$ cat src/rtl/wbc_pkg.sv
`default_nettype none
// ---------------------------------------------------------------------------
// wbc_pkg
// Shared types and constants for the workload boundness classifier.
// ---------------------------------------------------------------------------
package wbc_pkg;

  localparam int NUM_METRICS   = 4;
  localparam int NUM_MEDOIDS   = 3;
  localparam int FRAC_BITS_DEF = 16;
  localparam int TABLE_DEPTH   = 2 * NUM_METRICS + NUM_METRICS * NUM_MEDOIDS;
  localparam int TBL_AW        = 5;
  localparam int CFG_AW        = 3;
  localparam int CFG_DW        = 32;
  localparam int QUEUE_DEPTH   = 4;
  localparam int ACC_W         = 68;

  // configuration register indexes
  localparam logic [CFG_AW-1:0] REG_STRATEGY  = 3'd0;
  localparam logic [CFG_AW-1:0] REG_CPI_CPU   = 3'd1;
  localparam logic [CFG_AW-1:0] REG_BW_CPU    = 3'd2;
  localparam logic [CFG_AW-1:0] REG_CPI_MEM   = 3'd3;
  localparam logic [CFG_AW-1:0] REG_BW_MEM    = 3'd4;
  localparam logic [CFG_AW-1:0] REG_ROOF_INT  = 3'd5;
  localparam logic [CFG_AW-1:0] REG_ROOF_PEAK = 3'd6;

  // strategy codes
  localparam logic [1:0] STRAT_THRESH = 2'd0;
  localparam logic [1:0] STRAT_ROOF   = 2'd1;
  localparam logic [1:0] STRAT_MEDOID = 2'd2;

  // command codes
  localparam logic CMD_CLASSIFY = 1'b0;
  localparam logic CMD_WRITE    = 1'b1;

  // work kind decided by the front end
  typedef enum logic [1:0] {
    KIND_WRITE,
    KIND_DONE,
    KIND_ROOF,
    KIND_MEDOID
  } kind_t;

  typedef struct packed {
    kind_t        kind;
    logic         cb;
    logic         mb;
    logic [4:0]   coef_index;
    logic [31:0]  coef_value;
    logic [31:0]  cpi;
    logic [31:0]  tpi;
    logic [31:0]  bw;
    logic [31:0]  fl;
    logic [12:0]  cpus;
  } item_t;

  typedef struct packed {
    logic [31:0] intensity;
    logic [31:0] peak;
  } roof_cfg_t;

  typedef enum logic [3:0] {
    BK_IDLE,
    BK_ROOF1,
    BK_ROOF2,
    BK_ROOF3,
    BK_OFF,
    BK_SCL,
    BK_DCPU,
    BK_DSCL,
    BK_MED,
    BK_ACC,
    BK_EMIT
  } bk_state_t;

  // table address of medoid k, metric i
  function automatic logic [TBL_AW-1:0] med_addr(input logic [1:0] k, input logic [1:0] i);
    med_addr = TBL_AW'(2 * NUM_METRICS) + TBL_AW'({k, 2'b00}) + TBL_AW'(i);
  endfunction

endpackage
`default_nettype wire

$ cat src/rtl/wbc_front.sv
`default_nettype none
// ---------------------------------------------------------------------------
// wbc_front
// Configuration registers, input acceptance and rule selection.
// ---------------------------------------------------------------------------
module wbc_front import wbc_pkg::*; (
  input  wire logic              clk,
  input  wire logic              rst_n,
  input  wire logic              cfg_we,
  input  wire logic [CFG_AW-1:0] cfg_index,
  input  wire logic [CFG_DW-1:0] cfg_data,
  input  wire logic              in_valid,
  input  wire logic              q_full,
  input  wire logic              command,
  input  wire logic [4:0]        coef_index,
  input  wire logic [31:0]       coef_value,
  input  wire logic [31:0]       cycles_per_instr,
  input  wire logic [31:0]       time_per_instr,
  input  wire logic [31:0]       mem_bandwidth,
  input  wire logic [31:0]       flop_rate,
  input  wire logic [12:0]       cpu_count,
  output logic                   in_stall,
  output logic                   push,
  output item_t                  push_item,
  output roof_cfg_t              roof_cfg
);

  logic [1:0]  strategy_r;
  logic [31:0] cpi_cpu_r;
  logic [31:0] bw_cpu_r;
  logic [31:0] cpi_mem_r;
  logic [31:0] bw_mem_r;
  logic [31:0] roof_int_r;
  logic [31:0] roof_peak_r;

  // configuration writes
  always_ff @(posedge clk) begin
    if (!rst_n) begin
      strategy_r  <= STRAT_THRESH;
      cpi_cpu_r   <= 32'd29491;
      bw_cpu_r    <= 32'd16384000;
      cpi_mem_r   <= 32'd39322;
      bw_mem_r    <= 32'd22937600;
      roof_int_r  <= 32'd65536;
      roof_peak_r <= 32'd65536;
    end else if (cfg_we) begin
      unique case (cfg_index)
        REG_STRATEGY:  strategy_r  <= cfg_data[1:0];
        REG_CPI_CPU:   cpi_cpu_r   <= cfg_data;
        REG_BW_CPU:    bw_cpu_r    <= cfg_data;
        REG_CPI_MEM:   cpi_mem_r   <= cfg_data;
        REG_BW_MEM:    bw_mem_r    <= cfg_data;
        REG_ROOF_INT:  roof_int_r  <= cfg_data;
        REG_ROOF_PEAK: roof_peak_r <= cfg_data;
        default: ;
      endcase
    end
  end

  // transfer when the queue has room
  assign in_stall = q_full;
  assign push     = in_valid && !q_full;

  // classify item, threshold rule resolved here
  always_comb begin
    push_item            = '0;
    push_item.coef_index = coef_index;
    push_item.coef_value = coef_value;
    push_item.cpi        = cycles_per_instr;
    push_item.tpi        = time_per_instr;
    push_item.bw         = mem_bandwidth;
    push_item.fl         = flop_rate;
    push_item.cpus       = (cpu_count == '0) ? 13'd1 : cpu_count;
    if (command == CMD_WRITE) begin
      push_item.kind = KIND_WRITE;
    end else if (strategy_r == STRAT_ROOF) begin
      push_item.kind = KIND_ROOF;
    end else if (strategy_r == STRAT_MEDOID) begin
      push_item.kind = KIND_MEDOID;
    end else begin
      push_item.kind = KIND_DONE;
      push_item.cb   = (cycles_per_instr < cpi_cpu_r) && (mem_bandwidth < bw_cpu_r);
      push_item.mb   = (cycles_per_instr > cpi_mem_r) && (mem_bandwidth > bw_mem_r);
    end
  end

  assign roof_cfg.intensity = roof_int_r;
  assign roof_cfg.peak      = roof_peak_r;

endmodule
`default_nettype wire

$ cat config.mk
export PLATFORM = sky130hd
export DESIGN_NAME = wbc_front
export DESIGN_NICKNAME = d
export VERILOG_FILES = /design/src/rtl/wbc_pkg.sv /design/src/rtl/wbc_front.sv
export SDC_FILE = /design/constraint.sdc
export NUM_CORES = 1
export LEC_CHECK = 0
export ABC_AREA = 1
export BUFFER_PORTS_ARGS = -buffer_cell sky130_fd_sc_hd__buf_4
export CAP_MARGIN = 30
export CORE_AREA = 2 2 181 183
export DETAILED_ROUTE_END_ITERATION = 16
export DIE_AREA = 0 0 183 185
export PLACE_DENSITY = 0.64
export SETUP_SLACK_MARGIN = 0.5
export SYNTH_ARGS = -nofsm -noshare
export SYNTH_HDL_FRONTEND = slang
export SYNTH_SLANG_ARGS = --single-unit
$ cat constraint.sdc
create_clock -name clk -period 3.3 [get_ports clk]
set_clock_uncertainty 0.15 [all_clocks]
set_input_delay 0.66 -clock clk [delete_from_list [all_inputs] [get_ports clk]]
set_output_delay 0.66 -clock clk [all_outputs]
set_load 0.03 [all_outputs]
==> reports/metrics.csv <==
stage,metric,value,unit
worst_setup_path,Register-to-Register Path Depth,2,
run,Max Cap Viol,0,
global_route,Tot GR Track Use,19.3,%
status,status,completed,
worst_setup_path,crit path DAT,2.15,ns
sta,fmax,0.338,GHz
sta,setup violators final,0,
die,Initial Util,34.8,%
global_route,vias in the first global route,8890,
sta,pin slew with the least headroom to its limit,0.779,ns
global_route,initial antenna violation count,0,
worst_setup_path,critical path type,in -> out,
pwr,Pwr Total,5.79,mW
detailed_routing,WL final,33.1,mm
synthesis,XOR/XNOR Fraction of Synth Area,0,%
synthesis,Unique masters post-synth,27,
finish,Nets,1901,
pwr,PD cells,436,mW/mm^2
detailed_routing,post-route ant nets,0,
synthesis,cells after synthesis,1485,
detailed_routing,Remaining DRCs,0,
finish,area delta synth->final,19.1,%
finish,ANT cells,0,
placement,RePlAce Congestion,0.817,
detailed_routing,vias per inst,4.81,
clock_tree,Clock Tree Buf Depth,2,
finish,most frequent cells in the layout,"buf_4 (280), dfxtp_1 (185), o21ai_0 (173)",
worst_hold_path,hold-critical path depth,2,
detailed_routing,wire per inst,16.8,um
detailed_routing,DR pass1 iterations,6,
sta,unrepaired setup endpoints after global routing,yes,
worst_hold_path,worst hold path class,reg -> reg,
pwr,worst ir drop on vdd,0.315,mV
global_route,grt ovf,0,
synthesis,Mapped Nets,1832,
die,# IOs,467,
finish,"commonest non-fill, non-tap cell in the layout",buf_4,
finish,layout cell share with drive strength beyond 1,25.8,%
finish,Layout fillers,3218,
die,Die X,183,um
clock_tree,"CTS clk-pin slew, worst paths",0.07,ns
die,die area,0.0339,sq mm
placement,hpwl dp,24.5,mm
die,core area,0.0320,sq mm
detailed_routing,Via Count,9492,
die,Die Y,185,um
placement,I/O Buffers,264,
synthesis,Synth Warn #,0,
clock_tree,CTS tree,yes,
sta,Final period util,89.7,%
placement,DP Area,0.0123,sq mm
synthesis,largest family of logic cells by synthesized area,buffers and inverters,
worst_setup_path,CP endpoint kind,primary output,
synthesis,post-synthesis register bit count,194,
clock_tree,CTS Sinks,194,
synthesis,sequential-to-total area share from yosys stat,34.8,%
synthesis,Mapped Area,0.0112,sq mm
clock_tree,Num CTS Buffers,17,
global_route,pin count of the biggest net entering global routing,76,
global_route,first-pass GRT wire length,49.7,mm
worst_setup_path,crit start category,input port,
synthesis,Post-Synth Simple-Gate Area,13.5,%
synthesis,Compound-Gate Fraction of Synth Area,17.3,%
sta,max_slew headroom,48.0,%
clock_tree,root buffer cell,clkbuf_16,
synthesis,"Avg Cell Area, Syn",7.51,sq um
synthesis,mux share of post-synthesis cell area,0,%
sta,"Hold Violations, Final",0,
worst_setup_path,Critical Path RT,2.49,ns
finish,post-route cell area,0.0133,sq mm
clock_tree,number of H-tree levels,4,
synthesis,area share of fa/ha/maj cells after synthesis,14.4,%
sta,min cycle time layout,2.96,ns
sta,Worst Hold Slack,0.307,ns
die,FP Rows,66,
clock_tree,Clock Latency Late Sink,0.44,ns
sta,Setup TNS,0,ns
detailed_routing,DR iter-0 viols,505,
pwr,Leakage,6.17,nW
worst_setup_path,crit-path max FO,3,
sta,max-slew violations,0,
[cells by family (layout without fill, tap and decap cells)]
logic type | Yosys count | after routing
fa+ha+maj | 128 | 128
compound gates | 370 | 370
buf+inv | 415 | 497
simple gates | 378 | 378
flops | 194 | 194
[state kept, by name, indices dropped and copies added (netlist names)]
register / count
bw_cpu_r: 32
roof_int_r: 32
strategy_r: 2
cpi_cpu_r: 32
bw_mem_r: 32
cpi_mem_r: 32
roof_peak_r: 32
[cells in the mapped netlist]
cell	count	share of area (%)
a21o_1	2	0.13
a21oi_1	160	7.2
a41o_1	1	0.090
buf_2	11	0.49
buf_4	166	11
buf_6	6	0.61
clkbuf_1	50	1.7
clkbuf_2	2	0.090
dfxtp_1	194	35
ha_1	128	14
inv_1	175	5.9
inv_2	5	0.17
nand2_1	161	5.4
nand3_1	16	0.72
nand3b_1	1	0.067
nand4_1	7	0.39
nor2_1	179	6.0
nor2_2	2	0.11
nor2_4	1	0.10
nor3_1	8	0.36
nor3_4	1	0.15
nor4_1	2	0.11
o211ai_1	20	1.3
o21a_1	4	0.27
o21ai_0	173	7.8
o21ai_1	9	0.40
o21bai_1	1	0.067
[critical path: stages]
cell	delay, ns
buf_4	0.13
ha_4	0.27
nand2_2	0.05
inv_2	0.06
nand3_2	0.06
nor3_2	0.21
buf_4	0.16
nand3_4	0.07
buf_6	0.13
a21oi_4	0.13
nor2_4	0.07
buf_6	0.13
[per-layer routing]
metal | vias up | wire, um | track usage (%)
met5 | - | 0 | 0
met4 | 0 | 812 | 6.94
met3 | 71 | 1760 | 3.05
met2 | 288 | 16100 | 33.3
met1 | 4337 | 14400 | 24.3
li1 | 4796 | - | -
[final timing paths]
kind | startpoint | endpoint | slack, ns
max | mem_bandwidth[27] | push_item[179] | 0.34
min | cpi_mem_r[5] | cpi_mem_r[5] | 0.31
max reg2reg | roof_int_r[31] | roof_int_r[31] | 2.47
min reg2reg | cpi_mem_r[5] | cpi_mem_r[5] | 0.31
[per-stage QoR]
stage                     worst slack [ns]  std cells  util, %
final                                0.341       1975     41.4
after global routing                 0.232       1975     41.4
after CTS                            0.289       1975     40.9
after detailed placement             0.129       1941     38.2
after global placement               0.140       1941     38.2
after floorplan                      0.581       1485        -
[report_power, final]
part | switching (mW) | internal, mW
clock network | 0.982 | 1.27
logic | 0.668 | 0.414
registers | 0.0285 | 2.42
total | 1.68 | 4.11
[cell type report]
cell class	instances	area (sq um)	share of cell area, %
Multi-Input combinational cell	876	5380	40.6
Inverter	180	676	5.09
Clock buffer	20	467	3.52
Timing Repair Buffer	285	2180	16.4
Clock inverter	12	169	1.27
Tap cell	408	510	3.85
Sequential cell	194	3890	29.3
[what timing repair did]
| item | CTS | global route |
|---|---|---|
| endpoints found under the setup margin | 2 | 2 |
| buffers inserted | 2 | 0 |
| resized for setup | 48 | 40 |
| hold buffers | 0 | 0 |
| pin swaps | 23 | 23 |
Note: power is estimated with default switching activity, not from simulation.
