**src/rtl/wbc_pkg.sv**
```systemverilog
`default_nettype none
// ---------------------------------------------------------------------------
// wbc_pkg
// Shared types and constants for the workload boundness classifier.
// ---------------------------------------------------------------------------
package wbc_pkg;

  localparam int NUM_METRICS   = 4;
  localparam int NUM_MEDOIDS   = 3;
  localparam int FRAC_BITS_DEF = 16;
  localparam int TABLE_DEPTH   = 2 * NUM_METRICS + NUM_METRICS * NUM_MEDOIDS;
  localparam int TBL_AW        = 5;
  localparam int CFG_AW        = 3;
  localparam int CFG_DW        = 32;
  localparam int QUEUE_DEPTH   = 4;
  localparam int ACC_W         = 68;

  // configuration register indexes
  localparam logic [CFG_AW-1:0] REG_STRATEGY  = 3'd0;
  localparam logic [CFG_AW-1:0] REG_CPI_CPU   = 3'd1;
  localparam logic [CFG_AW-1:0] REG_BW_CPU    = 3'd2;
  localparam logic [CFG_AW-1:0] REG_CPI_MEM   = 3'd3;
  localparam logic [CFG_AW-1:0] REG_BW_MEM    = 3'd4;
  localparam logic [CFG_AW-1:0] REG_ROOF_INT  = 3'd5;
  localparam logic [CFG_AW-1:0] REG_ROOF_PEAK = 3'd6;

  // strategy codes
  localparam logic [1:0] STRAT_THRESH = 2'd0;
  localparam logic [1:0] STRAT_ROOF   = 2'd1;
  localparam logic [1:0] STRAT_MEDOID = 2'd2;

  // command codes
  localparam logic CMD_CLASSIFY = 1'b0;
  localparam logic CMD_WRITE    = 1'b1;

  // work kind decided by the front end
  typedef enum logic [1:0] {
    KIND_WRITE,
    KIND_DONE,
    KIND_ROOF,
    KIND_MEDOID
  } kind_t;

  typedef struct packed {
    kind_t        kind;
    logic         cb;
    logic         mb;
    logic [4:0]   coef_index;
    logic [31:0]  coef_value;
    logic [31:0]  cpi;
    logic [31:0]  tpi;
    logic [31:0]  bw;
    logic [31:0]  fl;
    logic [12:0]  cpus;
  } item_t;

  typedef struct packed {
    logic [31:0] intensity;
    logic [31:0] peak;
  } roof_cfg_t;

  typedef enum logic [3:0] {
    BK_IDLE,
    BK_ROOF1,
    BK_ROOF2,
    BK_ROOF3,
    BK_OFF,
    BK_SCL,
    BK_DCPU,
    BK_DSCL,
    BK_MED,
    BK_ACC,
    BK_EMIT
  } bk_state_t;

  // table address of medoid k, metric i
  function automatic logic [TBL_AW-1:0] med_addr(input logic [1:0] k, input logic [1:0] i);
    med_addr = TBL_AW'(2 * NUM_METRICS) + TBL_AW'({k, 2'b00}) + TBL_AW'(i);
  endfunction

endpackage
`default_nettype wire

```
**src/rtl/wbc_queue.sv**
```systemverilog
`default_nettype none
// ---------------------------------------------------------------------------
// wbc_queue
// Short queue of classified items between front and back.
// ---------------------------------------------------------------------------
module wbc_queue import wbc_pkg::*; (
  input  wire logic  clk,
  input  wire logic  rst_n,
  input  wire logic  push,
  input  wire item_t push_item,
  input  wire logic  pop,
  output item_t      head,
  output logic       full,
  output logic       empty
);

  localparam int PW = $clog2(QUEUE_DEPTH);

  item_t         mem_r [QUEUE_DEPTH];
  logic [PW-1:0] wp_r;
  logic [PW-1:0] rp_r;
  logic [PW:0]   cnt_r;

  // pointers and fill count
  always_ff @(posedge clk) begin
    if (!rst_n) begin
      wp_r  <= '0;
      rp_r  <= '0;
      cnt_r <= '0;
    end else begin
      if (push) wp_r <= wp_r + 1'b1;
      if (pop)  rp_r <= rp_r + 1'b1;
      cnt_r <= cnt_r + (PW+1)'(push) - (PW+1)'(pop);
    end
  end

  // entry storage
  always_ff @(posedge clk) begin
    if (push) mem_r[wp_r] <= push_item;
  end

  assign head  = mem_r[rp_r];
  assign full  = cnt_r == (PW+1)'(QUEUE_DEPTH);
  assign empty = cnt_r == '0;

endmodule
`default_nettype wire

```
**config.mk**
```make
export PLATFORM = sky130hd
export DESIGN_NAME = wbc_queue
export DESIGN_NICKNAME = d
export VERILOG_FILES = /design/src/rtl/wbc_pkg.sv /design/src/rtl/wbc_queue.sv
export SDC_FILE = /design/constraint.sdc
export NUM_CORES = 1
export LEC_CHECK = 0
export BUFFER_PORTS_ARGS = -buffer_cell sky130_fd_sc_hd__buf_2
export CAP_MARGIN = 0
export CELL_PAD_IN_SITES_DETAIL_PLACEMENT = 1
export CELL_PAD_IN_SITES_GLOBAL_PLACEMENT = 1
export CORE_ASPECT_RATIO = 1.4
export CORE_MARGIN = 2
export CORE_UTILIZATION = 30
export CTS_BUF_LIST = sky130_fd_sc_hd__clkbuf_2
export DETAILED_ROUTE_END_ITERATION = 12
export PLACE_DENSITY_LB_ADDON = 0.1
export SKIP_LAST_GASP = 1
export SLEW_MARGIN = 20
export SYNTH_ARGS = -nofsm -noshare
export SYNTH_HDL_FRONTEND = slang
export SYNTH_SLANG_ARGS = --single-unit
```
**constraint.sdc**
```tcl
create_clock -name clk -period 14.1 [get_ports clk]
set_input_delay 4.23 -clock clk [delete_from_list [all_inputs] [get_ports clk]]
set_output_delay 4.23 -clock clk [all_outputs]
set_load 0.005 [all_outputs]
```
==> impl_metrics.env, run 1 <==
export IMPL_reg2reg_setup_slack_ns=10.75
export IMPL_drc=0
export IMPL_grt_max_degree=113
export IMPL_yosys_area_top_type="edfxtp_1"
export IMPL_reg2reg_from="wp_r[0]"
export IMPL_fmax_mhz=117
export IMPL_grt_pass1_wl_um=93000
export IMPL_pwr_share_comb_pct=9.7
export IMPL_slowest_delay_ns=0.81
export IMPL_wl_met2_um=31700
export IMPL_cts_max_level=4
export IMPL_setup_tns_ns=0
export IMPL_fin_skew_ns=0.105
export IMPL_critPathKind="reg -> out"
export IMPL_power_leakage_nw=10.7
export IMPL_crit_chain="buf_4 > buf_4 > mux4_2 > buf_2"
export IMPL_initial_core_util_pct=30.3
export IMPL_ios=370
export IMPL_synth_seq_cells=737
export IMPL_worst_r2r_cell_count=5
export IMPL_hold_buffers=0
export IMPL_synthArstFlopShare_pct=0
export IMPL_numClockSinks=737
export IMPL_drt_iter0_drc=484
export IMPL_avgSynthCellArea_sq_um=26.9
export IMPL_yosysMostFrequentCell="edfxtp_1"
export IMPL_fin_util_pct=35.7
export IMPL_hold_path_class="reg -> reg"
export IMPL_track_usage_pct=13.9
export IMPL_dieHeight_um=357
export IMPL_syn_num_nets=1186
export IMPL_highest_layer="met5"
export IMPL_firstDrtPassIters=4
export IMPL_start_kind="register"
export IMPL_area_delta_synth_final_pct=17.9
export IMPL_synth_edf_count=728
export IMPL_p_sw_share_pct=25.0
export IMPL_seq_power_share_pct=58.1
export IMPL_clock_power_share_pct=32.2
export IMPL_status="finished, final reports clean"
export IMPL_netlist_instances=993
export IMPL_grt_pass1_vias=14400
export IMPL_ys_flop_type="edfxtp_1"
export IMPL_post_route_min_period_ns=8.52
export IMPL_max_vdd_ir_drop_mv=0.0667
export IMPL_cts_made_buffers=182
export IMPL_timing_rr_end="mem_r[0][115]"
export IMPL_met1_length_um=24000
export IMPL_wl_met3_um=5390
export IMPL_die_x_um=256
export IMPL_slowest_stage="buf_4"
export IMPL_hold_start="rp_r[1]"
export IMPL_wire_per_inst_um=22.2
export IMPL_drv_cap=0
export IMPL_synth_top_area_share_pct=81.8
export IMPL_nets=1715
export IMPL_clkTransAtPathRegs_ns=0.09
export IMPL_cp_max_fo=43
export IMPL_wl_um=62800
export IMPL_clk_path_buf_depth=3
export IMPL_postCtsSetupRepairBufs=0
export IMPL_syn_cell_area_sq_um=26700
export IMPL_slew_viol_final=0
export IMPL_power_w=0.00438
export IMPL_ant_nets=0
export IMPL_grt_overflow=0
export IMPL_ys_seq_area_share_pct=82.5
export IMPL_critPathCaptureType="primary output"
export IMPL_p_sw_w=0.00110
export IMPL_die_area_sq_um=91500
export IMPL_hold_viol=0
export IMPL_crit_required_ns=9.87
export IMPL_rsz0062_at_grt="false"
export IMPL_max_slew_margin_rel_pct=29.2
export IMPL_synthTopCellsByCount="728 x edfxtp_1, 182 x mux4_2, 20 x buf_6"
export IMPL_p_per_area_nw_per_um2=139
export IMPL_internal_power_w=0.00328
export IMPL_rows=129
export IMPL_coreArea_sq_um=88300
export IMPL_setup_violations=0
export IMPL_place_gp_congestion=0.686
export IMPL_ys_types=20
export IMPL_crit_top_cell="buf_4"
export IMPL_period_share_pct=60.4
export IMPL_tritoncts="built"
export IMPL_vias=12700
export IMPL_drive_gt1_share_pct=52.2
export IMPL_final_area_sq_um=31500
export IMPL_dp_hpwl_um=36800
export IMPL_worstPathArrival_ns=4.29
export IMPL_vias_per_cell=4.48
export IMPL_synthTopCellsByArea="edfxtp_1 82%, mux4_2 15%, buf_6 0.84%"
export IMPL_port_buffers=369
export IMPL_worst_skew_pair_late_latency_ns=1.43
export IMPL_ys_warn_count=0
export IMPL_hold_depth=2
export IMPL_antenna_found_initial=19
export IMPL_post_dp_cell_area_sq_um=29900
export IMPL_cts_resized_gates=0
export IMPL_cts_root_buf="clkbuf_2"
export IMPL_tightest_slew_ns=1.06
-- routing by layer --
layer	GRT usage, %	up-vias
li1	-	5458
met1	15.4	6628
met2	23.0	428
met3	6.72	135
met4	5.47	18
met5	0	-
-- sequential cells by signal (all words and copies together), names as in the netlist, named ones only --
name   cells
cnt_r      3
mem_r    728
rp_r       2
wp_r       2
-- final cells by class --
class,instances,area (sq um)
Inverter,7,26.3
Clock buffer,262,1310
Multi-Input combinational cell,209,4350
Antenna cell,5,12.5
Fill cell,8849,56800
Timing Repair Buffer,385,2000
Clock inverter,41,287
Tap cell,1179,1480
Sequential cell,737,22000
-- worst max-delay path by stage --
stage	startpoint	cells past startpoint	slack, ns	end
after global routing	register	4	4.92	head[86]
after global placement	push	4	6.66	mem_r[0][114]
final	register	4	5.58	head[86]
after floorplan	push	1	5.17	mem_r[0][0]
after CTS	register	4	5.04	head[86]
after detailed placement	push	4	6.67	mem_r[0][16]
-- cell usage in the layout (no fill, tap or decap), types with 2 or more instances in the layout --
master / count
inv_1: 7
xnor2_1: 2
bufinv_16: 4
dfxtp_1: 7
ha_1: 6
nor2_1: 5
clkinv_2: 8
buf_2: 369
edfxtp_1: 728
mux4_2: 182
dfxtp_4: 2
and2_4: 4
clkinv_1: 20
clkbuf_2: 262
and2_1: 2
buf_12: 3
diode_2: 5
buf_4: 13
inv_2: 5
clkinvlp_4: 2
-- kinds of logic after synthesis --
logic type / count (synthesis) / synth area share, %
muxes: 183 / 15.4
buffers and inverters: 47 / 1.30
and+or+nand+nor: 14 / 0.281
AOI/OAI and AO/OA: 2 / 0.0562
adders and majority gates: 7 / 0.356
DFF: 737 / 82.5
xor gates and xnor gates: 3 / 0.155
-- stage by stage --
step | std cells | hold WS, ns | worst slack (ns)
3_3_place_gp | 2517 | 0.518 | 6.66
2_1_floorplan | 993 | 0.499 | 5.17
5_1_grt | 2824 | 0.604 | 4.92
6_report | 2825 | 0.555 | 5.58
3_5_place_dp | 2517 | 0.543 | 6.67
4_1_cts | 2820 | 0.570 | 5.04
-- power groups by stage --
stage,clock network [W],registers (W),logic (W)
final,0.00141,0.00254,0.000425
after CTS,0.00151,0.00255,0.000448
after global placement,0,0.00259,0.000444
after global routing,0.00160,0.00255,0.000470
after floorplan,0,0.00260,0.000238
after detailed placement,0,0.00260,0.000446
-- critical path: cells and delay by family, from the launching register on --
kind     cells  cell delay (ns)
buf+inv      3             1.64
flops        1             0.57
mux          1             0.63
(Power assumes the default switching activity.)
==> inputs of run 2 (changes only) <==
Clock period 14.1 ns to 8.5 ns, I/O delays scaled along.
==> impl_metrics.env, run 2 (synthesis gave the netlist of run 1 again) <==
export IMPL_post_dp_cell_area_sq_um=29900
export IMPL_internal_power_w=0.00541
export IMPL_pwr_share_comb_pct=9.8
export IMPL_grt_pass1_vias=14600
export IMPL_track_usage_pct=14.2
export IMPL_drt_iter0_drc=438
export IMPL_vias=12600
export IMPL_initial_core_util_pct=30.3
export IMPL_numClockSinks=737
export IMPL_wl_um=63700
export IMPL_largest_register_ffs=728
export IMPL_p_per_area_nw_per_um2=230
export IMPL_clk_path_buf_depth=3
export IMPL_critPathKind="reg -> out"
export IMPL_tightest_slew_ns=0.959
export IMPL_final_common_cell="edfxtp_1"
export IMPL_cts_resized_gates=0
export IMPL_p_sw_share_pct=25.3
export IMPL_die_x_um=256
export IMPL_slew_viol_final=0
export IMPL_grt_overflow=0
export IMPL_die_area_sq_um=91500
export IMPL_largest_register="mem_r"
export IMPL_power_leakage_nw=10.7
export IMPL_reg_largest_list="mem_r (728), cnt_r (3)"
export IMPL_rsz0062_at_grt="false"
export IMPL_clock_power_share_pct=32.0
export IMPL_start_kind="register"
export IMPL_drc=0
export IMPL_hold_path_class="reg -> reg"
export IMPL_hold_viol=0
export IMPL_worstPathArrival_ns=3.59
export IMPL_rows=129
export IMPL_setup_violations=0
export IMPL_critPathCaptureType="primary output"
export IMPL_max_vdd_ir_drop_mv=0.102
export IMPL_firstDrtPassIters=4
export IMPL_seq_power_share_pct=58.2
export IMPL_drv_cap=0
export IMPL_area_delta_synth_final_pct=18.0
export IMPL_p_sw_w=0.00183
export IMPL_clkTransAtPathRegs_ns=0.12
export IMPL_coreArea_sq_um=88300
export IMPL_vias_per_cell=4.43
export IMPL_cts_made_buffers=182
export IMPL_tritoncts="built"
export IMPL_final_area_sq_um=31500
export IMPL_nFillCells=8847
export IMPL_mostFrequentLayoutCells="728 x edfxtp_1, 369 x buf_2, 259 x clkbuf_2"
export IMPL_max_slew_margin_rel_pct=36.1
export IMPL_period_share_pct=72.3
export IMPL_crit_required_ns=5.95
export IMPL_nets=1714
export IMPL_ios=370
export IMPL_wire_per_inst_um=22.5
export IMPL_place_gp_congestion=0.675
export IMPL_cp_max_fo=80
export IMPL_drive_gt1_share_pct=51.7
export IMPL_cts_root_buf="clkbuf_2"
export IMPL_postCtsSetupRepairBufs=0
export IMPL_port_buffers=369
export IMPL_grt_max_degree=107
export IMPL_hold_buffers=0
export IMPL_post_route_min_period_ns=6.14
export IMPL_fmax_mhz=163
export IMPL_grt_pass1_wl_um=94400
export IMPL_worst_skew_pair_late_latency_ns=1.41
export IMPL_status="finished, final reports clean"
export IMPL_cts_max_level=4
export IMPL_antenna_found_initial=22
export IMPL_ant_nets=0
export IMPL_setup_tns_ns=0
export IMPL_dp_hpwl_um=36500
export IMPL_fin_skew_ns=0.0648
export IMPL_dieHeight_um=357
==> run 2: changes by cell type in the layout (fill, tap and decap cells not counted), sizes merged <==
cell	delta
inv	+2
clkinv	+10
bufinv	-1
buf	-1
clkbuf	-3
diode	+3
==> run 2: cell type report <==
class,instances,area (sq um),area share (%)
Timing Repair Buffer,384,2030,6.45
Multi-Input combinational cell,209,4350,13.8
Clock buffer,259,1300,4.11
Sequential cell,737,22000,69.9
Inverter,7,26.3,0.0833
Antenna cell,8,20.0,0.0635
Clock inverter,52,300,0.952
Tap cell,1179,1480,4.68
==> run 2: path summary, 6_finish.rpt <==
| path | startpoint | cells after the start | to | slack (ns) |
|---|---|---|---|---|
| worst max-delay path | register | 3 | head[116] | 2.36 |
| worst min-delay path | rp_r[0] | 2 | register | 0.53 |
| worst max register to register | wp_r[0] | 4 | mem_r[2][54] | 5.79 |
| worst min register to register | rp_r[0] | 2 | register | 0.53 |
==> run 2: routing by layer <==
layer / wire (um) / track usage (%)
met1: 24400 / 15.8
met4: 1510 / 5.86
met3: 5250 / 6.34
met2: 32400 / 23.6
met5: 142 / 0
==> run 2: metrics by stage <==
step	setup WS [ns]	instances	utilization, %	hold slack [ns]	power, W
2_1_floorplan	1.25	993	-	0.499	0.00471
3_3_place_gp	3.57	2516	33.9	0.514	0.00504
3_5_place_dp	3.56	2516	33.9	0.542	0.00505
4_1_cts	1.89	2827	35.7	0.531	0.00745
5_1_grt	1.89	2833	35.7	0.588	0.00766
6_report	2.36	2835	35.7	0.531	0.00725
==> run 2: power by group through the flow <==
| stage | Combinational (W) | Sequential (W) | Clock [W] |
|---|---|---|---|
| final | 0.000710 | 0.00422 | 0.00232 |
| after global routing | 0.000786 | 0.00424 | 0.00264 |
| after CTS | 0.000750 | 0.00422 | 0.00248 |
| after detailed placement | 0.000747 | 0.00431 | 0 |
| after global placement | 0.000741 | 0.00429 | 0 |
| after floorplan | 0.000394 | 0.00431 | 0 |
==> run 2: critical path, cell delays in order, from the launching register on <==
cell,delay (ns)
dfxtp_4,0.66
buf_12,0.52
mux4_2,0.65
buf_2,0.17
