--- config.mk ---
export PLATFORM = sky130hd
export DESIGN_NAME = wbc_back
export DESIGN_NICKNAME = d
export VERILOG_FILES = /design/src/rtl/wbc_pkg.sv /design/src/rtl/wbc_div.sv /design/src/rtl/wbc_back.sv
export SDC_FILE = /design/constraint.sdc
export NUM_CORES = 2
export LEC_CHECK = 0
export ABC_AREA = 0
export BUFFER_PORTS_ARGS = -buffer_cell sky130_fd_sc_hd__buf_2
export CORE_ASPECT_RATIO = 0.5
export CORE_MARGIN = 4
export CORE_UTILIZATION = 40
export DETAILED_ROUTE_END_ITERATION = 8
export HOLD_SLACK_MARGIN = 0.06
export PLACE_DENSITY = 0.54
export SYNTH_ARGS = -nofsm -noshare
export SYNTH_HDL_FRONTEND = slang
export SYNTH_SLANG_ARGS = --single-unit
export TNS_END_PERCENT = 20
--- constraint.sdc ---
create_clock -name clk -period 24.2 [get_ports clk]
set_input_delay 0 -clock clk [delete_from_list [all_inputs] [get_ports clk]]
set_output_delay 0 -clock clk [all_outputs]
set_load 0.1 [all_outputs]
--- src/rtl/wbc_pkg.sv ---
`default_nettype none
// ---------------------------------------------------------------------------
// wbc_pkg
// Shared types and constants for the workload boundness classifier.
// ---------------------------------------------------------------------------
package wbc_pkg;

  localparam int NUM_METRICS   = 4;
  localparam int NUM_MEDOIDS   = 3;
  localparam int FRAC_BITS_DEF = 16;
  localparam int TABLE_DEPTH   = 2 * NUM_METRICS + NUM_METRICS * NUM_MEDOIDS;
  localparam int TBL_AW        = 5;
  localparam int CFG_AW        = 3;
  localparam int CFG_DW        = 32;
  localparam int QUEUE_DEPTH   = 4;
  localparam int ACC_W         = 68;

  // configuration register indexes
  localparam logic [CFG_AW-1:0] REG_STRATEGY  = 3'd0;
  localparam logic [CFG_AW-1:0] REG_CPI_CPU   = 3'd1;
  localparam logic [CFG_AW-1:0] REG_BW_CPU    = 3'd2;
  localparam logic [CFG_AW-1:0] REG_CPI_MEM   = 3'd3;
  localparam logic [CFG_AW-1:0] REG_BW_MEM    = 3'd4;
  localparam logic [CFG_AW-1:0] REG_ROOF_INT  = 3'd5;
  localparam logic [CFG_AW-1:0] REG_ROOF_PEAK = 3'd6;

  // strategy codes
  localparam logic [1:0] STRAT_THRESH = 2'd0;
  localparam logic [1:0] STRAT_ROOF   = 2'd1;
  localparam logic [1:0] STRAT_MEDOID = 2'd2;

  // command codes
  localparam logic CMD_CLASSIFY = 1'b0;
  localparam logic CMD_WRITE    = 1'b1;

  // work kind decided by the front end
  typedef enum logic [1:0] {
    KIND_WRITE,
    KIND_DONE,
    KIND_ROOF,
    KIND_MEDOID
  } kind_t;

  typedef struct packed {
    kind_t        kind;
    logic         cb;
    logic         mb;
    logic [4:0]   coef_index;
    logic [31:0]  coef_value;
    logic [31:0]  cpi;
    logic [31:0]  tpi;
    logic [31:0]  bw;
    logic [31:0]  fl;
    logic [12:0]  cpus;
  } item_t;

  typedef struct packed {
    logic [31:0] intensity;
    logic [31:0] peak;
  } roof_cfg_t;

  typedef enum logic [3:0] {
    BK_IDLE,
    BK_ROOF1,
    BK_ROOF2,
    BK_ROOF3,
    BK_OFF,
    BK_SCL,
    BK_DCPU,
    BK_DSCL,
    BK_MED,
    BK_ACC,
    BK_EMIT
  } bk_state_t;

  // table address of medoid k, metric i
  function automatic logic [TBL_AW-1:0] med_addr(input logic [1:0] k, input logic [1:0] i);
    med_addr = TBL_AW'(2 * NUM_METRICS) + TBL_AW'({k, 2'b00}) + TBL_AW'(i);
  endfunction

endpackage
`default_nettype wire

--- src/rtl/wbc_div.sv ---
`default_nettype none
// ---------------------------------------------------------------------------
// wbc_div
// Restoring unsigned divider, one quotient bit per cycle.
// ---------------------------------------------------------------------------
module wbc_div #(
  parameter int NW = 49
) (
  input  wire logic          clk,
  input  wire logic          rst_n,
  input  wire logic          start,
  input  wire logic [NW-1:0] num,
  input  wire logic [31:0]   den,
  output logic               done,
  output logic [NW-1:0]      quot
);

  localparam int CW = $clog2(NW + 1);

  logic          busy_r;
  logic          done_r;
  logic [CW-1:0] cnt_r;
  logic [31:0]   rem_r;
  logic [NW-1:0] quo_r;
  logic [31:0]   den_r;
  logic [32:0]   trial;
  logic [32:0]   diff;
  logic          ge;

  // one trial subtract per cycle
  assign trial = {rem_r, quo_r[NW-1]};
  assign ge    = trial >= {1'b0, den_r};
  assign diff  = trial - {1'b0, den_r};

  // control
  always_ff @(posedge clk) begin
    if (!rst_n) begin
      busy_r <= 1'b0;
      done_r <= 1'b0;
      cnt_r  <= '0;
    end else begin
      done_r <= 1'b0;
      if (start) begin
        busy_r <= 1'b1;
        cnt_r  <= CW'(NW);
      end else if (busy_r) begin
        cnt_r <= cnt_r - 1'b1;
        if (cnt_r == CW'(1)) begin
          busy_r <= 1'b0;
          done_r <= 1'b1;
        end
      end
    end
  end

  // datapath
  always_ff @(posedge clk) begin
    if (start) begin
      rem_r <= '0;
      quo_r <= num;
      den_r <= den;
    end else if (busy_r) begin
      rem_r <= ge ? diff[31:0] : trial[31:0];
      quo_r <= {quo_r[NW-2:0], ge};
    end
  end

  assign done = done_r;
  assign quot = quo_r;

endmodule
`default_nettype wire

--- src/rtl/wbc_back.sv ---
`default_nettype none
// ---------------------------------------------------------------------------
// wbc_back
// Execution engine: table writes, roofline and nearest medoid rules.
// ---------------------------------------------------------------------------
module wbc_back import wbc_pkg::*; #(
  parameter int FRAC_BITS = FRAC_BITS_DEF
) (
  input  wire logic      clk,
  input  wire logic      rst_n,
  input  wire item_t     head,
  input  wire logic      q_empty,
  input  wire roof_cfg_t roof_cfg,
  output logic           pop,
  output logic           out_valid,
  input  wire logic      out_stall,
  output logic           out_cpu_limited,
  output logic           out_mem_limited
);

  localparam int NW = 33 + FRAC_BITS;
  localparam logic [31:0] ROOF_FRAC = 32'(((6 << FRAC_BITS) + 5) / 10);

  bk_state_t         state_r, state_nxt;
  item_t             ent_r;
  logic [31:0]       tbl [TABLE_DEPTH];
  logic [31:0]       rdata_r;
  logic [TBL_AW-1:0] raddr;
  logic [1:0]        midx_r;
  logic [1:0]        kidx_r;
  logic [31:0]       off_r;
  logic [31:0]       scl_r;
  logic              xneg_r;
  logic [31:0]       pt_r;
  logic [65:0]       sq_r;
  logic [ACC_W-1:0]  acc_r [NUM_MEDOIDS];
  logic              cb_r;
  logic              mb_r;
  logic              out_valid_r;
  logic              out_cb_r;
  logic              out_mb_r;

  logic              div_start;
  logic [NW-1:0]     div_num;
  logic [31:0]       div_den;
  logic              div_done;
  logic [NW-1:0]     div_quot;
  logic [31:0]       div_sat;
  logic [31:0]       metric;
  logic [33:0]       xval;
  logic [32:0]       xmag;
  logic [32:0]       sneg;
  logic [31:0]       smag;
  logic [32:0]       dval;
  logic [32:0]       dmag;
  logic              out_free;
  logic              qneg;

  wbc_div #(.NW(NW)) u_div (
    .clk   (clk),
    .rst_n (rst_n),
    .start (div_start),
    .num   (div_num),
    .den   (div_den),
    .done  (div_done),
    .quot  (div_quot)
  );

  // shared datapath terms
  always_comb begin
    unique case (midx_r)
      2'd0:    metric = ent_r.cpi;
      2'd1:    metric = ent_r.tpi;
      2'd2:    metric = ent_r.bw;
      default: metric = ent_r.fl;
    endcase
    div_sat = (|div_quot[NW-1:32]) ? 32'hFFFF_FFFF : div_quot[31:0];
    xval    = {2'b00, div_quot[31:0]} - {{2{off_r[31]}}, off_r};
    xmag    = xval[33] ? 33'(-xval) : xval[32:0];
    sneg    = 33'(-{scl_r[31], scl_r});
    smag    = scl_r[31] ? sneg[31:0] : scl_r;
    qneg    = xneg_r ^ scl_r[31];
    dval    = {pt_r[31], pt_r} - {rdata_r[31], rdata_r};
    dmag    = dval[32] ? 33'(-dval) : dval;
    out_free = !out_valid_r || !out_stall;
  end

  // sequencer
  always_comb begin
    state_nxt = state_r;
    pop       = 1'b0;
    div_start = 1'b0;
    div_num   = '0;
    div_den   = '0;
    raddr     = '0;
    unique case (state_r)
      BK_IDLE: begin
        if (!q_empty) begin
          pop = 1'b1;
          unique case (head.kind)
            KIND_ROOF: begin
              div_start = 1'b1;
              div_num   = NW'({head.fl, {FRAC_BITS{1'b0}}});
              div_den   = head.bw;
              state_nxt = BK_ROOF1;
            end
            KIND_MEDOID: begin
              raddr     = TBL_AW'(NUM_METRICS);
              state_nxt = BK_OFF;
            end
            default: state_nxt = BK_EMIT;
          endcase
        end
      end
      BK_ROOF1: begin
        if (div_done) begin
          if (div_sat >= roof_cfg.intensity) begin
            state_nxt = BK_EMIT;
          end else begin
            div_start = 1'b1;
            div_num   = NW'(ent_r.bw);
            div_den   = {19'd0, ent_r.cpus};
            state_nxt = BK_ROOF2;
          end
        end
      end
      BK_ROOF2: begin
        if (div_done) begin
          div_start = 1'b1;
          div_num   = NW'({div_quot[31:0], {FRAC_BITS{1'b0}}});
          div_den   = roof_cfg.peak;
          state_nxt = BK_ROOF3;
        end
      end
      BK_ROOF3: begin
        if (div_done) state_nxt = BK_EMIT;
      end
      BK_OFF: begin
        // offset word arrives, scale read issued, per-cpu divide started
        raddr     = TBL_AW'(midx_r);
        div_start = 1'b1;
        div_num   = NW'(metric);
        div_den   = {19'd0, ent_r.cpus};
        state_nxt = BK_SCL;
      end
      BK_SCL: state_nxt = BK_DCPU;
      BK_DCPU: begin
        if (div_done) begin
          if (scl_r == '0) begin
            raddr     = med_addr(2'd0, midx_r);
            state_nxt = BK_MED;
          end else begin
            div_start = 1'b1;
            div_num   = {xmag, {FRAC_BITS{1'b0}}};
            div_den   = smag;
            state_nxt = BK_DSCL;
          end
        end
      end
      BK_DSCL: begin
        if (div_done) begin
          raddr     = med_addr(2'd0, midx_r);
          state_nxt = BK_MED;
        end
      end
      BK_MED: state_nxt = BK_ACC;
      BK_ACC: begin
        if (kidx_r != 2'(NUM_MEDOIDS - 1)) begin
          raddr     = med_addr(kidx_r + 2'd1, midx_r);
          state_nxt = BK_MED;
        end else if (midx_r != 2'(NUM_METRICS - 1)) begin
          raddr     = TBL_AW'(NUM_METRICS) + TBL_AW'(midx_r + 2'd1);
          state_nxt = BK_OFF;
        end else begin
          state_nxt = BK_EMIT;
        end
      end
      BK_EMIT: begin
        if (out_free) state_nxt = BK_IDLE;
      end
      default: state_nxt = BK_IDLE;
    endcase
  end

  // control registers
  always_ff @(posedge clk) begin
    if (!rst_n) begin
      state_r     <= BK_IDLE;
      out_valid_r <= 1'b0;
    end else begin
      state_r <= state_nxt;
      if (state_r == BK_EMIT && out_free) begin
        out_valid_r <= 1'b1;
      end else if (!out_stall) begin
        out_valid_r <= 1'b0;
      end
    end
  end

  // coefficient table
  always_ff @(posedge clk) begin
    rdata_r <= tbl[raddr];
    if (state_r == BK_IDLE && pop && head.kind == KIND_WRITE &&
        head.coef_index < TBL_AW'(TABLE_DEPTH)) begin
      tbl[head.coef_index] <= head.coef_value;
    end
  end

  // datapath registers
  always_ff @(posedge clk) begin
    unique case (state_r)
      BK_IDLE: begin
        ent_r  <= head;
        cb_r   <= head.cb;
        mb_r   <= head.mb;
        midx_r <= '0;
        kidx_r <= '0;
        for (int k = 0; k < NUM_MEDOIDS; k++) acc_r[k] <= '0;
      end
      BK_ROOF1: begin
        if (div_done && div_sat >= roof_cfg.intensity) cb_r <= 1'b1;
      end
      BK_ROOF3: begin
        if (div_done) mb_r <= div_sat >= ROOF_FRAC;
      end
      BK_OFF: off_r <= rdata_r;
      BK_SCL: scl_r <= rdata_r;
      BK_DCPU: begin
        if (div_done) begin
          xneg_r <= xval[33];
          if (xval[33])       pt_r <= 32'h8000_0000;
          else if (xval != 0) pt_r <= 32'h7FFF_FFFF;
          else                pt_r <= '0;
        end
      end
      BK_DSCL: begin
        if (div_done) begin
          if (qneg) begin
            pt_r <= (div_quot > NW'(33'h0_8000_0000)) ? 32'h8000_0000
                                                      : 32'(-div_quot[31:0]);
          end else begin
            pt_r <= (div_quot > NW'(32'h7FFF_FFFF)) ? 32'h7FFF_FFFF : div_quot[31:0];
          end
        end
      end
      BK_MED: sq_r <= 66'(dmag) * 66'(dmag);
      BK_ACC: begin
        acc_r[kidx_r] <= acc_r[kidx_r] + ACC_W'(sq_r);
        if (kidx_r != 2'(NUM_MEDOIDS - 1)) begin
          kidx_r <= kidx_r + 2'd1;
        end else begin
          kidx_r <= '0;
          midx_r <= midx_r + 2'd1;
          if (midx_r == 2'(NUM_METRICS - 1)) begin
            // last medoid of last metric: sum for medoid two completes here
            cb_r <= (acc_r[0] < acc_r[1]) && (acc_r[0] < acc_r[2] + ACC_W'(sq_r));
            mb_r <= (acc_r[1] < acc_r[0]) && (acc_r[1] < acc_r[2] + ACC_W'(sq_r));
          end
        end
      end
      default: ;
    endcase
  end

  // result register
  always_ff @(posedge clk) begin
    if (state_r == BK_EMIT && out_free) begin
      out_cb_r <= cb_r;
      out_mb_r <= mb_r;
    end
  end

  assign out_valid       = out_valid_r;
  assign out_cpu_limited = out_cb_r;
  assign out_mem_limited = out_mb_r;

endmodule
`default_nettype wire

==> reports/metrics.cfg <==
[status]
status = complete, no violations

[drt]
dr.pass1.iters = 9
drc = 0
wl_met2_um = 154000
vias = 76000
ant_nets = 0
m1WireLength_um = 148000
routed_wl_um = 340000
routed.top_layer = met5
wire_per_inst_um = 25.0
detailroute.wirelength.met3_um = 25900
drt_iter0_markers = 7456
via_per_inst = 5.59

[critical_path]
crit_path_frequent_cell = fa_1
path_max_fanout = 18
critPathLaunch = rdata_r[0]
cp-start-kind = flop
cp_slowest_cell = clkinv_1
critical-path-max-stage-delay_ns = 0.81
critical_path_required_ns = 24.67
arrival_ns = 13.89
worstReg2RegStart = rdata_r[0]
critPathKind = flop to flop
end_kind = flop

[hold_path]
hold_start = head[149]
hold_path_class = input pin to flop

[die]
rows = 132
die_w_um = 731
die_h_um = 369
pin_count = 254
die_area_um2 = 270000
core_area_um2 = 259000
start_util = 0.403

[sta]
finalMaxSlewViolations = 0
setup_tns_ns = 0
max_freq_mhz = 74.5
final_min_period_over_clock_period = 0.555
maxSlewHeadroom = 0.162
hold_slack_ns = 0.116
min_period_ns = 13.42
tightest_slew_ns = 1.24
finalSetupViolCount = 0
finalHoldViolCount = 0
finClkSkew_ns = 0.118
rsz0062_at_grt = no

[cts]
post_cts_buffers = 0
clkLatencyLatePin_ns = 0.84
htree_levels = 4
cts_buffers = 144
root_buffer = clkbuf_16
cts.clk_slew.worst_paths_ns = 0.07
cts_sinks = 1383
clk_path_buf_depth = 4
tritoncts = yes

[cells_and_area]
drive_gt1_frac = 0.0928
area_delta_synth_final_pct = 13.4
instances_no_fill = 13600
nNetsFinal = 11900
fillers = 24100

[placement]
portBuffers = 253
gp_congestion = 0.930
place_hpwl_um = 245000
dp_cells = 13000

[yosys]
synthFlopType = edfxtp_1
yosysUniqueCellTypes = 107
avgSynthCellArea_um2 = 11.1
synthCells = 9435
ys_seq_area_frac = 0.390
ys.warnings.count = 0
synth-seq-cells = 1383
syn_area_um2 = 104000
synth-async-reset-ratio = 0
synth-edff-count = 1304

[grt]
grt_usage = 0.250
grt_max_degree = 128
grt_pass1_wl_um = 504000
antenna_found_initial = 35
grt_overflow = 0
grt_pass1_vias = 77200

[job]
cap_violations = 0

## cell families (layout without fill, tap and decap cells)
family / Yosys count / after routing / synth area share
buffers and inverters: 1784 / 2424 / 0.0649
DFF: 1383 / 1383 / 0.390
other: 2 / 50 / 0.0000719
muxes: 236 / 236 / 0.0460
and+or+nand+nor: 2295 / 2295 / 0.0996
xor gates and xnor gates: 371 / 371 / 0.0313
adders and majority gates: 1618 / 1618 / 0.257
AOI/OAI and AO/OA: 1746 / 1746 / 0.111
## path summary, 6_finish.rpt
kind	end	cells past startpoint	slack, ns
setup / recovery	sq_r[64]	40	10.78
setup reg to reg	sq_r[64]	40	10.78
hold reg to reg	out_mem_limited	0	0.42
hold / removal	tbl[5][8]	2	0.12
## layer usage
layer / track usage / vias to the layer above
met4: 0.0776 / 12
met5: 0 / -
met3: 0.0432 / 694
li1: - / 34000
met2: 0.399 / 3018
met1: 0.349 / 38300
## flip-flops by register name (all words and copies together) (netlist names), 2 cells and up, named ones only
register	cells
acc_r	272
u_div.quot	49
pt_r	32
rdata_r	32
midx_r	2
kidx_r	2
scl_r	32
off_r	32
u_div.rem_r	32
u_div.cnt_r	6
state_r	4
ent_r	141
sq_r	65
tbl	640
u_div.den_r	32
## per-stage QoR
step | util | setup slack [ns] | area, µm²
finish | 0.457 | 10.78 | 118000
global route | 0.457 | 10.29 | 118000
CTS | 0.456 | 10.86 | 118000
global placement | 0.426 | 11.03 | 110000
detailed placement | 0.426 | 10.95 | 110000
floorplan | - | 12.99 | 105000
## timing repair
item	CTS	global route
resized for setup	0	0
endpoints found under the hold margin	913	0
hold buffers	365	0
setup endpoints to repair	0	0
## synthesized netlist by cell type, drive strengths merged (46+ instances only)
cell,number,share of area
or3,48,0.0029
xnor2,202,0.017
a31oi,52,0.0031
nand3,139,0.0067
a21o,265,0.019
a21oi,446,0.022
edfxtp,1304,0.38
a211oi,65,0.0048
ha,744,0.089
o21a,46,0.0033
fa,874,0.17
inv,1390,0.050
nand4,100,0.0060
clkbuf,323,0.012
nor2,758,0.027
and3,60,0.0036
dfxtp,79,0.015
o21ai,359,0.017
o31ai,47,0.0034
xor2,169,0.014
buf,61,0.0029
nor3,74,0.0036
a222oi,76,0.0073
nand2b,103,0.0062
nand2,789,0.028
mux4,195,0.042
nor2b,76,0.0046
## final cells by class
class                           instances  area, µm²  area share
Timing Repair Buffer                  780       6150      0.0519
Tap cell                             3484       4360      0.0368
Clock inverter                         60        591     0.00499
Multi-Input combinational cell       6293      57500       0.486
Inverter                             1400       5260      0.0444
Clock buffer                          184       3760      0.0318
Antenna cell                           23       57.6    0.000486
Sequential cell                      1383      40700       0.344
## worst max-delay path: cells and delay by family (launching register included)
family          cells  cell delay, ns
simple gates        7            2.24
buf+inv             8            1.53
compound gates     12            3.53
flops               1            0.34
xor+xnor            2            0.36
fa+ha+maj          11            5.05
## placed cells by master (no fill, tap or decap), drive strengths merged, types with 65 or more instances in the layout
master and count:
inv 1397, edfxtp 1304, fa 874, nand2 789, nor2 758, ha 744, a21oi 446, buf 415
dlygate4sd3 365, o21ai 359, a21o 265, xnor2 202, mux4 195, clkbuf 184, xor2 169, nand3 139
nand2b 103, nand4 100, dfxtp 79, a222oi 76, nor2b 76, nor3 74, a211oi 65
Power is left out: the tool's default activity adds up to more than one toggle a clock period on the data nets, which glitch-free logic cannot reach.
